--- src/sv/bsn_pkg.sv ---
`default_nettype none
// ----------------------------------------------------------------------------
// bsn_pkg
// Shared types and constants for the BOM strip / newline normalizer.
// ----------------------------------------------------------------------------
package bsn_pkg;

    // Width of the internal line counter. It saturates at all ones.
    localparam int LINE_BITS = 32;
    // Width of the line field in a result.
    localparam int LINE_OUT_W = 32;

    localparam logic [7:0] BOM_1 = 8'hEF;
    localparam logic [7:0] BOM_2 = 8'hBB;
    localparam logic [7:0] BOM_3 = 8'hBF;
    localparam logic [7:0] CH_CR = 8'h0D;
    localparam logic [7:0] CH_LF = 8'h0A;

    typedef enum logic [1:0] {
        ST_CHAR   = 2'd0,
        ST_EOF    = 2'd1,
        ST_BADSIG = 2'd2,
        ST_IOERR  = 2'd3
    } t_status;

    typedef enum logic [1:0] {
        BOM_WAIT1 = 2'd0,
        BOM_WAIT2 = 2'd1,
        BOM_WAIT3 = 2'd2
    } t_bom_phase;

    typedef enum logic [1:0] {
        PAIR_NONE = 2'd0,
        PAIR_CR   = 2'd1,
        PAIR_LF   = 2'd2
    } t_pair;

    typedef struct packed {
        logic [7:0] in_byte;
        logic       end_of_input;
        logic       io_fault;
    } t_in_item;

    typedef struct packed {
        t_status               status;
        logic [7:0]            out_byte;
        logic [LINE_OUT_W-1:0] line;
        logic                  bom_flag;
    } t_out_item;

endpackage : bsn_pkg
`default_nettype wire

--- src/sv/bom_strip_newline_normalizer.sv ---
`default_nettype none
// ----------------------------------------------------------------------------
// bom_strip_newline_normalizer
// Strips a leading UTF-8 BOM and folds CR, CR+LF, LF+CR into one LF.
// ----------------------------------------------------------------------------
// A taken request waits in the input register until the result slot is free.
// Throughput: one request per cycle while the result slot is free; the core
//   state updates once per byte in a single pass between the input register
//   and the result register. Requests that yield no result (BOM bytes,
//   swallowed pair bytes) still step the core state.
// Reset (i_rst_n low, synchronous) empties both registers and returns the
//   stream state to start of stream, line 1, no terminal status.
// ----------------------------------------------------------------------------
module bom_strip_newline_normalizer (
    input  wire logic               i_clk,
    input  wire logic               i_rst_n,
    input  wire logic               i_in_valid,
    output logic                    o_in_ready,
    input  wire bsn_pkg::t_in_item  i_in_item,
    output logic                    o_out_valid,
    input  wire logic               i_out_ready,
    output bsn_pkg::t_out_item      o_out_item
);
    import bsn_pkg::*;

    // input register
    logic      r_in_valid;
    t_in_item  r_in_item;
    // result register
    logic      r_out_valid;
    t_out_item r_out_item;

    logic      out_free;
    logic      fire;
    logic      in_take;
    logic      core_emit;
    t_out_item core_result;

    // The result slot is free when empty or being drained this cycle.
    assign out_free = !r_out_valid || i_out_ready;
    // The held request is processed when its result (if any) has a place.
    assign fire     = r_in_valid && out_free;
    // Input register refills whenever it is empty or moving on.
    assign o_in_ready = !r_in_valid || fire;
    assign in_take    = i_in_valid && o_in_ready;

    bsn_core u_core (
        .i_clk    (i_clk),
        .i_rst_n  (i_rst_n),
        .i_fire   (fire),
        .i_item   (r_in_item),
        .o_emit   (core_emit),
        .o_result (core_result)
    );

    always_ff @(posedge i_clk) begin
        if (!i_rst_n) begin
            r_in_valid <= 1'b0;
        end else if (in_take) begin
            r_in_valid <= 1'b1;
        end else if (fire) begin
            r_in_valid <= 1'b0;
        end
    end

    always_ff @(posedge i_clk) begin
        if (in_take) begin
            r_in_item <= i_in_item;
        end
    end

    always_ff @(posedge i_clk) begin
        if (!i_rst_n) begin
            r_out_valid <= 1'b0;
        end else if (fire && core_emit) begin
            r_out_valid <= 1'b1;
        end else if (i_out_ready) begin
            r_out_valid <= 1'b0;
        end
    end

    // payload only, no reset needed
    always_ff @(posedge i_clk) begin
        if (fire && core_emit) begin
            r_out_item <= core_result;
        end
    end

    assign o_out_valid = r_out_valid;
    assign o_out_item  = r_out_item;

endmodule : bom_strip_newline_normalizer
`default_nettype wire

--- src/sv/bsn_core.sv ---
`default_nettype none
// ----------------------------------------------------------------------------
// bsn_core
// Stream state and per-byte decision logic; state steps on i_fire.
// ----------------------------------------------------------------------------
module bsn_core (
    input  wire logic               i_clk,
    input  wire logic               i_rst_n,
    input  wire logic               i_fire,
    input  wire bsn_pkg::t_in_item  i_item,
    output logic                    o_emit,
    output bsn_pkg::t_out_item      o_result
);
    import bsn_pkg::*;

    logic                 r_started,  n_started;
    t_bom_phase           r_phase,    n_phase;
    t_pair                r_pair,     n_pair;
    logic                 r_prev_lf,  n_prev_lf;
    logic [LINE_BITS-1:0] r_line,     n_line;
    t_status              r_term,     n_term;
    logic                 r_bom,      n_bom;

    always_comb begin
        logic       go_char;
        logic [7:0] ch;
        t_status    st;

        n_started = r_started;
        n_phase   = r_phase;
        n_pair    = r_pair;
        n_prev_lf = r_prev_lf;
        n_line    = r_line;
        n_term    = r_term;
        n_bom     = r_bom;
        go_char   = 1'b0;
        ch        = i_item.in_byte;
        st        = ST_CHAR;
        o_emit    = 1'b0;

        if (r_term != ST_CHAR) begin
            o_emit = 1'b1;
            st     = r_term;
        end else if (i_item.io_fault) begin
            o_emit = 1'b1;
            st     = ST_IOERR;
        end else if (i_item.end_of_input) begin
            o_emit = 1'b1;
            st     = (!r_started && r_phase != BOM_WAIT1) ? ST_BADSIG : ST_EOF;
        end else if (!r_started) begin
            unique case (r_phase)
                BOM_WAIT1: begin
                    if (i_item.in_byte == BOM_1) begin
                        n_phase = BOM_WAIT2;
                    end else begin
                        n_started = 1'b1;
                        go_char   = 1'b1;
                    end
                end
                BOM_WAIT2: begin
                    if (i_item.in_byte != BOM_2) begin
                        o_emit = 1'b1;
                        st     = ST_BADSIG;
                    end else begin
                        n_phase = BOM_WAIT3;
                    end
                end
                default: begin
                    if (i_item.in_byte != BOM_3) begin
                        o_emit = 1'b1;
                        st     = ST_BADSIG;
                    end else begin
                        n_bom     = 1'b1;
                        n_started = 1'b1;
                    end
                end
            endcase
        end else begin
            go_char = 1'b1;
        end

        if (go_char) begin
            // second byte of a CR+LF or LF+CR pair is swallowed
            if ((r_pair == PAIR_CR && i_item.in_byte == CH_LF) ||
                (r_pair == PAIR_LF && i_item.in_byte == CH_CR)) begin
                n_pair = PAIR_NONE;
            end else begin
                n_pair = PAIR_NONE;
                if (i_item.in_byte == CH_CR) begin
                    n_pair = PAIR_CR;
                    ch     = CH_LF;
                end else if (i_item.in_byte == CH_LF) begin
                    n_pair = PAIR_LF;
                end
                if (r_prev_lf && r_line != {LINE_BITS{1'b1}}) begin
                    n_line = r_line + LINE_BITS'(1);
                end
                n_prev_lf = (ch == CH_LF);
                o_emit    = 1'b1;
            end
        end

        if (o_emit) begin
            n_term = st;
        end

        o_result.status   = st;
        o_result.out_byte = (st == ST_CHAR) ? ch : 8'h00;
        o_result.line     = LINE_OUT_W'(n_line);
        o_result.bom_flag = n_bom;
    end

    always_ff @(posedge i_clk) begin
        if (!i_rst_n) begin
            r_started <= 1'b0;
            r_phase   <= BOM_WAIT1;
            r_pair    <= PAIR_NONE;
            r_prev_lf <= 1'b0;
            r_line    <= LINE_BITS'(1);
            r_term    <= ST_CHAR;
            r_bom     <= 1'b0;
        end else if (i_fire) begin
            r_started <= n_started;
            r_phase   <= n_phase;
            r_pair    <= n_pair;
            r_prev_lf <= n_prev_lf;
            r_line    <= n_line;
            r_term    <= n_term;
            r_bom     <= n_bom;
        end
    end

endmodule : bsn_core
`default_nettype wire

--- config.mk ---
export PLATFORM = sky130hd
export DESIGN_NAME = bom_strip_newline_normalizer
export DESIGN_NICKNAME = d
export VERILOG_FILES = /design/src/sv/bsn_pkg.sv /design/src/sv/bom_strip_newline_normalizer.sv /design/src/sv/bsn_core.sv
export SDC_FILE = /design/constraint.sdc
export NUM_CORES = 1
export LEC_CHECK = 0
export ABC_AREA = 1
export BUFFER_PORTS_ARGS = -buffer_cell sky130_fd_sc_hd__buf_2
export CAP_MARGIN = 20
export CORE_ASPECT_RATIO = 1.1
export CORE_MARGIN = 1.5
export CORE_UTILIZATION = 43
export DETAILED_ROUTE_END_ITERATION = 8
export PLACE_DENSITY_LB_ADDON = 0.3
export SLEW_MARGIN = 10
export SYNTH_ARGS = -nofsm -noshare
export SYNTH_HDL_FRONTEND = slang
export SYNTH_SLANG_ARGS = --single-unit
--- constraint.sdc ---
create_clock -name i_clk -period 2.8 [get_ports i_clk]
set_clock_uncertainty 0.1 [all_clocks]
set_input_delay 0.14 -clock i_clk [delete_from_list [all_inputs] [get_ports i_clk]]
set_output_delay 0.14 -clock i_clk [all_outputs]
set_load 0.05 [all_outputs]
==> results.sh, run 1 <==
export IMPL_rows=40
export IMPL_area_delta_synth_final_pct=17.2
export IMPL_synth_edf_count=53
export IMPL_routed_wl_microns=10900
export IMPL_drt_initial_drc_count=264
export IMPL_cts_buffer_depth=2
export IMPL_cp_data_arrival_time_ps=2320
export IMPL_grt_overflow_total=0
export IMPL_io_buffer_count=58
export IMPL_start_util=0.444
export IMPL_rsz0062_at_grt="false"
export IMPL_grt_first_pass_wirelength_microns=18000
export IMPL_syn_inst=608
export IMPL_placed_area_sq_um=5250
export IMPL_coreArea_sq_um=11000
export IMPL_gp_congestion=0.845
export IMPL_antenna_found_initial=0
export IMPL_dr_pass1_iters=5
export IMPL_drc_errors=0
export IMPL_setup_tns_ps=0
export IMPL_clock_latency_ps=350
export IMPL_slew_headroom=0.595
export IMPL_synth_top_area_frac=0.327
export IMPL_synth_most_common_cell="nand2_1"
export IMPL_ys_seq_elements=96
export IMPL_post_cts_setup_buffers=0
export IMPL_ff2ff_path_depth=7
export IMPL_wl_per_cell_microns=13.2
export IMPL_finalHoldWorstSlack_ps=17.4
export IMPL_die_h_microns=115
export IMPL_vdd_drop_max_v=0.000306
export IMPL_synth_area_per_cell_sq_um=8.01
export IMPL_cts_sinks=96
export IMPL_antenna_cells=0
export IMPL_hold_violations=0
export IMPL_yosysUniqueCellTypes=32
export IMPL_fin_crit_ps=2350
export IMPL_drv_cap=0
export IMPL_drive_above_1_share=0.175
export IMPL_crit_reg2reg_launch="r_in_item[8]$_DFFE_PP_"
export IMPL_status="finished clean"
export IMPL_cts_root_buf="clkbuf_16"
export IMPL_vias_per_cell=4.94
export IMPL_hold_depth=4
export IMPL_p_total_mw=3.44
export IMPL_yosys_warnings=0
export IMPL_cts_buffers=9
export IMPL_ios=59
export IMPL_worst_slew_pin_slew_ps=606
export IMPL_grt_usage=0.189
export IMPL_power_density_nw_per_um2=602
export IMPL_syn_nets=623
export IMPL_synth_main_ff_cell="edfxtp_1"
export IMPL_dp_hpwl_microns=7610
export IMPL_syn_area_sq_um=4870
export IMPL_ant_nets=0
export IMPL_via_count=4086
export IMPL_cts_tree="done"
export IMPL_dieArea_sq_um=12000
export IMPL_synth_area_leaders="edfxtp_1, dfxtp_1, nand2_1, inv_1, nand3_1"
export IMPL_max_freq_mhz=425
export IMPL_worst_setup_path_type="flip-flop to flip-flop"
export IMPL_post_route_period_util=0.841
export IMPL_hp_start="i_out_ready"
export IMPL_clk_pin_slew_ps=60
export IMPL_worstPathRequired_ps=2770
export IMPL_maxSlewViolCount=0
export IMPL_die_w_microns=104
export IMPL_htreeDepth=3
export IMPL_synth_async_reset_ratio=0
export IMPL_final_net_count=690
export IMPL_whs_endpoint="o_out_valid$_SDFFE_PN0P_"
export IMPL_crit_fanout=26
export IMPL_reg2reg_setup_slack_ps=450
export IMPL_synth_largest_area_cell="edfxtp_1"
export IMPL_cp_start_kind="flip-flop"
export IMPL_design_area_sq_um=5710
export IMPL_synth_common_cells="nand2_1, inv_1, edfxtp_1"
export IMPL_grt_pass1_vias=3924
export IMPL_reg2reg_to="o_out_item[31]$_DFFE_PP_"
export IMPL_ys_seq_area_frac=0.504
export IMPL_grt_max_degree=52
export IMPL_hold_class="primary input to flip-flop"
export IMPL_p_leak_nw=2.52
export IMPL_end_kind="flip-flop"
export IMPL_setup_viol=0
==> critical path: stages (launching register included) <==
cell	delay, ps
edfxtp_1	420
nor3_1	380
nand3_1	190
nand3_1	150
nand2_1	190
o21ai_1	280
inv_1	90
buf_4	260
==> per-stage QoR <==
step / setup slack, ps / utilization / cells
after floorplan: 134 / - / 608
after global placement: 586 / 0.479 / 800
after detailed placement: 459 / 0.479 / 800
after CTS: 451 / 0.521 / 827
after global routing: 225 / 0.521 / 827
final: 446 / 0.521 / 827
==> timing repair <==
item                                   4_1_cts  5_1_grt
endpoints found under the hold margin       11        0
hold buffers                                11        0
resized for setup                            0        0
==> layer usage <==
metal | GRT usage | up-vias | part of all wire
li1 | - | 2110 | -
met1 | 0.213 | 1879 | 0.42
met2 | 0.348 | 84 | 0.52
met3 | 0.0359 | 13 | 0.044
met4 | 0.0833 | 0 | 0.014
met5 | 0 | - | 0
==> power by group <==
part	internal (mW)	total (mW)	leakage [nW]	switching (mW)
sequential	1.58	1.63	0.862	0.0528
clock	0.872	1.40	0.154	0.527
combinational	0.105	0.407	1.50	0.302
total	2.55	3.44	2.52	0.882
==> logic make-up after synthesis <==
kind of cell | share of synthesized area
adders and majority gates | 0.00257
and+or+nand+nor | 0.299
DFF | 0.504
xor gates and xnor gates | 0.00514
AOI/OAI and AO/OA | 0.0771
buffers and inverters | 0.112
==> layout by cell type (no fill, tap or decap), types with 3 or more instances in the layout <==
master,instances
dlygate4sd3_1,11
inv_1,99
bufinv_16,3
nand3_2,4
inv_2,8
a21oi_1,37
nand2_1,144
nor4_1,3
o21ai_0,13
buf_4,6
clkinvlp_4,4
nor2_4,6
nor3_1,10
edfxtp_1,53
buf_2,58
nor2_2,6
nand2_2,5
nand2_4,3
nand3_1,45
dfxtp_1,43
nor2_1,50
o21ai_1,17
nand4_1,30
clkbuf_16,9
==> area by class of cell <==
class                   instances  area [sq um]
inverters                     109           412
flip-flops and latches         96          2450
clock inverters                 7           120
repair buffers                 75           445
clock buffers                   9           225
multi-input cells             384          1870
fillers                      1013          5250
well taps                     147           184
==> state kept, by name (all words and copies together) (netlist names) <==
name,flops
u_core.r_line,32
u_core.r_term,2
o_out_valid,1
o_out_item,43
u_core.r_prev_lf,1
u_core.r_started,1
u_core.r_phase,2
r_in_valid,1
u_core.r_pair,2
u_core.r_bom,1
r_in_item,10
==> how the worst max path moves through the flow <==
stage	cells past startpoint	slack [ps]	to	start
6_report	7	450	o_out_item[31]$_DFFE_PP_	r_in_item[8]$_DFFE_PP_
5_1_grt	7	220	o_out_item[27]$_DFFE_PP_	r_in_item[8]$_DFFE_PP_
4_1_cts	7	450	o_out_item[31]$_DFFE_PP_	r_in_item[8]$_DFFE_PP_
3_5_place_dp	7	460	o_out_item[3]$_DFFE_PP_	r_in_item[8]$_DFFE_PP_
3_3_place_gp	11	590	u_core.r_line[2]$_SDFFE_PN0P_	r_in_item[0]$_DFFE_PP_
2_1_floorplan	9	130	o_out_item[0]$_DFFE_PP_	r_in_item[0]$_DFFE_PP_
(Power assumes the default switching activity.)
==> run 2: changes to the inputs <==
==> constraint.sdc (replaced) <==
create_clock -name i_clk -period 2.3 [get_ports i_clk]
set_clock_uncertainty 0.1 [all_clocks]
set_input_delay 0.115 -clock i_clk [delete_from_list [all_inputs] [get_ports i_clk]]
set_output_delay 0.115 -clock i_clk [all_outputs]
set_load 0.05 [all_outputs]
==> run 2 against run 1 <==
  * Largest cell class unchanged
  * Total power rose by 14%
  * Cell area rose by 1.9%
  * Sequential share of layout area fell by 0.79 points
  * First-iteration DRC count rose by 4.2%
  * Highest routed layer unchanged
  * Worst setup slack got worse by 310 ps
  * Largest power group unchanged
  * Clock power barely moved
  * Final cell count rose by 1.7%
  * Sequential power rose by 21%
  * Global-route usage barely moved
  * Critical path depth rose by 3
==> results.sh, run 2 (synthesis results as in run 1) <==
export IMPL_via_count=4131
export IMPL_area_delta_synth_final_pct=19.5
export IMPL_antenna_found_initial=0
export IMPL_vias_per_cell=4.91
export IMPL_final_cell_mix="nand2_1, inv_1, buf_2"
export IMPL_hold_violations=0
export IMPL_final_util=0.531
export IMPL_cts_root_buf="clkbuf_16"
export IMPL_worstPathRequired_ps=2290
export IMPL_htreeDepth=3
export IMPL_max_freq_mhz=461
export IMPL_rows=40
export IMPL_cts_buffers=9
export IMPL_dieArea_sq_um=12000
export IMPL_grt_pass1_vias=3820
export IMPL_wl_per_cell_microns=13.0
export IMPL_antenna_cells=0
export IMPL_vdd_drop_max_v=0.000506
export IMPL_post_route_period_util=0.943
export IMPL_routed_wl_microns=11000
export IMPL_drt_initial_drc_count=275
export IMPL_grt_first_pass_wirelength_microns=17900
export IMPL_coreArea_sq_um=11000
export IMPL_critPathMaxStageDelay_ps=440
export IMPL_setup_tns_ps=0
export IMPL_clk_pin_slew_ps=60
export IMPL_io_buffer_count=58
export IMPL_cts_buffer_depth=2
export IMPL_slew_headroom=0.739
export IMPL_die_w_microns=104
export IMPL_cp_cell_sequence="inv_2, nand2_2, nor2_4, nand3_2, nand2_4, nor2_4, buf_4, o21ai_4, clkinvlp_4, buf_6"
export IMPL_crit_fanout=20
export IMPL_dp_hpwl_microns=7600
export IMPL_cts_sinks=96
export IMPL_ios=59
export IMPL_power_density_nw_per_um2=675
export IMPL_cts_tree="done"
export IMPL_grt_usage=0.189
export IMPL_cp_start_kind="flip-flop"
export IMPL_end_kind="flip-flop"
export IMPL_setup_viol=0
export IMPL_largest_reg_flops=43
export IMPL_final_net_count=704
export IMPL_dr_pass1_iters=4
export IMPL_drv_cap=0
export IMPL_cp_data_arrival_time_ps=2150
export IMPL_ant_nets=0
export IMPL_grt_overflow_total=0
export IMPL_clock_latency_ps=340
export IMPL_maxSlewViolCount=0
export IMPL_cp_slowest_cell="edfxtp_1"
export IMPL_multi_input_area_sq_um=1920
export IMPL_p_leak_nw=2.59
export IMPL_worst_setup_path_type="flip-flop to flip-flop"
export IMPL_drive_above_1_share=0.193
export IMPL_gp_congestion=0.863
export IMPL_die_h_microns=115
export IMPL_fin_crit_ps=2170
export IMPL_status="finished clean"
export IMPL_drc_errors=0
export IMPL_worst_slew_pin_slew_ps=388
export IMPL_fillers=1003
export IMPL_path_common_cell="nor2_4"
export IMPL_hold_class="primary input to flip-flop"
export IMPL_grt_max_degree=38
export IMPL_register_area_sq_um=2450
export IMPL_start_util=0.444
export IMPL_final_common_cell="nand2_1"
==> run 2: cell types whose count changed in the layout (fill, tap and decap cells not counted), sizes merged <==
cell / change
inv: -1
buf: +13
clkbuf: +1
clkinvlp: -3
dlygate4sd3: +1
clkinv: +5
bufinv: -2
==> run 2: final timing paths <==
| kind | start | end | slack [ps] | depth (start not counted) |
|---|---|---|---|---|
| min | i_rst_n | u_core.r_pair[0]$_SDFFE_PN0P_ | 110 | 4 |
| max reg2reg | r_in_item[8]$_DFFE_PP_ | o_out_item[10]$_DFFE_PP_ | 130 | 10 |
| max | r_in_item[8]$_DFFE_PP_ | o_out_item[10]$_DFFE_PP_ | 130 | 10 |
| min reg2reg | u_core.r_term[0]$_SDFFE_PN0P_ | u_core.r_term[0]$_SDFFE_PN0P_ | 370 | 2 |
==> run 2: per-stage QoR <==
step / worst slack (ps) / area [sq um] / power [mW] / hold slack [ps] / instances
final: 132 / 5820 / 3.93 / 110 / 841
after global routing: -4.17 / 5820 / 4.10 / 129 / 841
after CTS: 80.5 / 5760 / 3.95 / 102 / 838
after detailed placement: 123 / 5360 / 2.52 / 193 / 810
after global placement: 184 / 5360 / 2.51 / 192 / 810
after floorplan: -212 / 4890 / 2.39 / 114 / 608
==> run 2: per-layer routing <==
metal  up-vias  share of wire  global-route usage
met2        84           0.51               0.336
li1       2136              -                   -
met1      1904           0.44               0.230
met3         7          0.035              0.0387
met4         0          0.011              0.0611
met5         -              0                   0
==> run 2: area by class of cell <==
cell class | instances | area share
clock inverters | 6 | 0.00882
inverters | 109 | 0.0714
clock buffers | 10 | 0.0394
flip-flops and latches | 96 | 0.422
multi-input cells | 384 | 0.329
well taps | 147 | 0.0316
repair buffers | 89 | 0.0979
==> run 2: timing repair <==
action / CTS / global route
endpoints found under the hold margin: 12 / 0
setup buffers: 0 / 3
hold buffers: 12 / 0
resized for setup: 0 / 8
endpoints found under the setup margin: 0 / 49
==> run 2: critical path: cells and delay by family (launching register included) <==
| family | cells | cell delay, ps |
|---|---|---|
| flops | 1 | 440 |
| buf+inv | 4 | 590 |
| simple gates | 5 | 580 |
| compound gates | 1 | 180 |
==> run 2: where the power goes <==
part	total (mW)	switching (mW)	leakage, nW	internal [mW]
Clock	1.42	0.590	0.139	0.827
Combinational	0.526	0.376	1.59	0.150
Sequential	1.98	0.0629	0.862	1.92
Total	3.93	1.03	2.59	2.90
==> run 3: changes to the inputs <==
==> constraint.sdc (replaced) <==
create_clock -name i_clk -period 2 [get_ports i_clk]
set_clock_uncertainty 0.1 [all_clocks]
set_input_delay 0.1 -clock i_clk [delete_from_list [all_inputs] [get_ports i_clk]]
set_output_delay 0.1 -clock i_clk [all_outputs]
set_load 0.05 [all_outputs]
==> run 3 against run 2 <==
  * The run now ends with setup timing left
  * Combinational power rose by 27%
  * Critical path type unchanged
  * Utilization grew 6.2 points
  * First-iteration DRC count rose by 24%
  * Register-to-register slack got worse by 160 ps
  * Sequential share of layout area down 4.2 points
  * Clock-buffer cell count shrank 1
  * Clock power up 37%
  * Sequential power is 16% higher
  * Via count up 8.8%
  * Final cell count up 4.8%
==> results.sh, run 3 (synthesis results as in run 1) <==
export IMPL_crit_start="r_in_item[8]$_DFFE_PP_"
export IMPL_cts_buffer_depth=2
export IMPL_wl_met1_microns=4820
export IMPL_cp_start_kind="flip-flop"
export IMPL_vias_per_cell=5.10
export IMPL_fillers=912
export IMPL_setup_tns_ps=-549
export IMPL_design_area_sq_um=6490
export IMPL_routed_wl_microns=12200
export IMPL_grt_first_pass_wirelength_microns=18800
export IMPL_placed_area_sq_um=5520
export IMPL_dr_pass1_iters=5
export IMPL_grt_max_degree=44
export IMPL_post_route_period_util=1.01
export IMPL_ios=59
export IMPL_gp_congestion=0.882
export IMPL_cts_sinks=96
export IMPL_die_h_microns=115
export IMPL_crit_fanout=24
export IMPL_fin_crit_ps=2030
export IMPL_max_freq_mhz=494
export IMPL_p_leak_nw=2.87
export IMPL_final_util=0.593
export IMPL_post_place_ws_ps=-39.2
export IMPL_rsz0062_at_grt="true"
export IMPL_rows=40
export IMPL_grt_usage=0.199
export IMPL_grt_pass1_vias=4227
export IMPL_via_count=4495
export IMPL_status="complete, but fails checks"
export IMPL_antenna_found_initial=0
export IMPL_cp_data_arrival_time_ps=2020
export IMPL_start_util=0.444
export IMPL_grt_overflow_total=0
export IMPL_largest_reg_flops=43
export IMPL_wl_met2_microns=6430
export IMPL_area_delta_synth_final_pct=33.4
export IMPL_drive_above_1_share=0.319
export IMPL_htreeDepth=3
export IMPL_ant_nets=0
export IMPL_worstPathRequired_ps=2000
export IMPL_final_cell_mix="nand2_1, inv_1, buf_2"
export IMPL_drc_errors=0
export IMPL_ff2ff_path_depth=9
export IMPL_worst_setup_path_type="flip-flop to flip-flop"
export IMPL_layout_setup_ws_ps=-25.9
export IMPL_route_top_layer_used="met4"
export IMPL_io_buffer_count=58
export IMPL_clock_latency_ps=350
export IMPL_coreArea_sq_um=11000
export IMPL_vdd_drop_max_v=0.000495
export IMPL_violations="setup timing"
export IMPL_die_w_microns=104
export IMPL_final_common_cell="nand2_1"
export IMPL_drv_cap=0
export IMPL_crit_reg2reg_launch="r_in_item[8]$_DFFE_PP_"
export IMPL_power_density_nw_per_um2=756
export IMPL_final_net_count=744
export IMPL_hold_depth=4
export IMPL_cts_buffers=9
export IMPL_wl_per_cell_microns=13.9
export IMPL_dp_cells=828
export IMPL_dp_hpwl_microns=8010
export IMPL_layout_cells_non_filler=881
export IMPL_clk_pin_slew_ps=70
export IMPL_setup_viol=45
export IMPL_hp_start="i_rst_n"
export IMPL_hold_violations=0
export IMPL_hold_class="primary input to flip-flop"
export IMPL_finalHoldWorstSlack_ps=78.3
export IMPL_drt_initial_drc_count=341
export IMPL_antenna_cells=0
export IMPL_maxSlewViolCount=0
export IMPL_p_total_mw=4.91
export IMPL_cts_tree="done"
export IMPL_end_kind="flip-flop"
export IMPL_worst_slew_pin_slew_ps=624
export IMPL_met3RoutedLength_microns=596
export IMPL_dieArea_sq_um=12000
export IMPL_cts_root_buf="clkbuf_16"
export IMPL_slew_headroom=0.583
## run 3: cell count changes in the layout (fill, tap and decap cells not counted), sizes merged
cell         previous run  this run
dlygate4sd3            12        13
buf                    77       115
inv                   107       106
clkinv                  6         5
clkinvlp                1         2
bufinv                  1         3
## run 3: power breakdown
group | total [mW] | switching (mW) | internal (mW)
Sequential | 2.29 | 0.0772 | 2.21
Combinational | 0.670 | 0.464 | 0.206
Clock | 1.95 | 0.742 | 1.21
## run 3: area by class of cell
class / instances / area [sq um] / share of cell area
sequential: 96 / 2470 / 0.380
multi-input combinational: 384 / 2120 / 0.327
timing repair buffer: 129 / 961 / 0.148
inverter: 109 / 425 / 0.0655
clock buffer: 9 / 225 / 0.0347
tap: 147 / 184 / 0.0283
clock inverter: 7 / 110 / 0.0170
## run 3: worst paths after layout
check / endpoint / slack, ps
max: o_out_item[9]$_DFFE_PP_ / -30
min: u_core.r_term[1]$_SDFFE_PN0P_ / 80
max reg2reg: o_out_item[9]$_DFFE_PP_ / -30
min reg2reg: u_core.r_term[0]$_SDFFE_PN0P_ / 380
## run 3: per-layer routing
metal	global-route usage	vias to the layer above
met5	0	-
li1	-	2219
met3	0.0370	39
met2	0.356	153
met1	0.227	2084
met4	0.106	0
## run 3: what timing repair did
action | CTS | global route
gates cloned | 0 | 1
hold endpoints to repair | 12 | 0
hold buffers | 13 | 0
setup endpoints to repair | 96 | 108
resized for setup | 7 | 84
pin swaps | 3 | 33
buffers inserted | 3 | 20
## run 3: critical path, cell delays in order (launching register included)
cell	delay (ps)
edfxtp_1	480
inv_2	130
nand2_2	70
nor2_4	190
nand3_4	110
nand2_4	100
nor2_4	80
o21ai_4	160
clkinvlp_4	150
buf_12	190
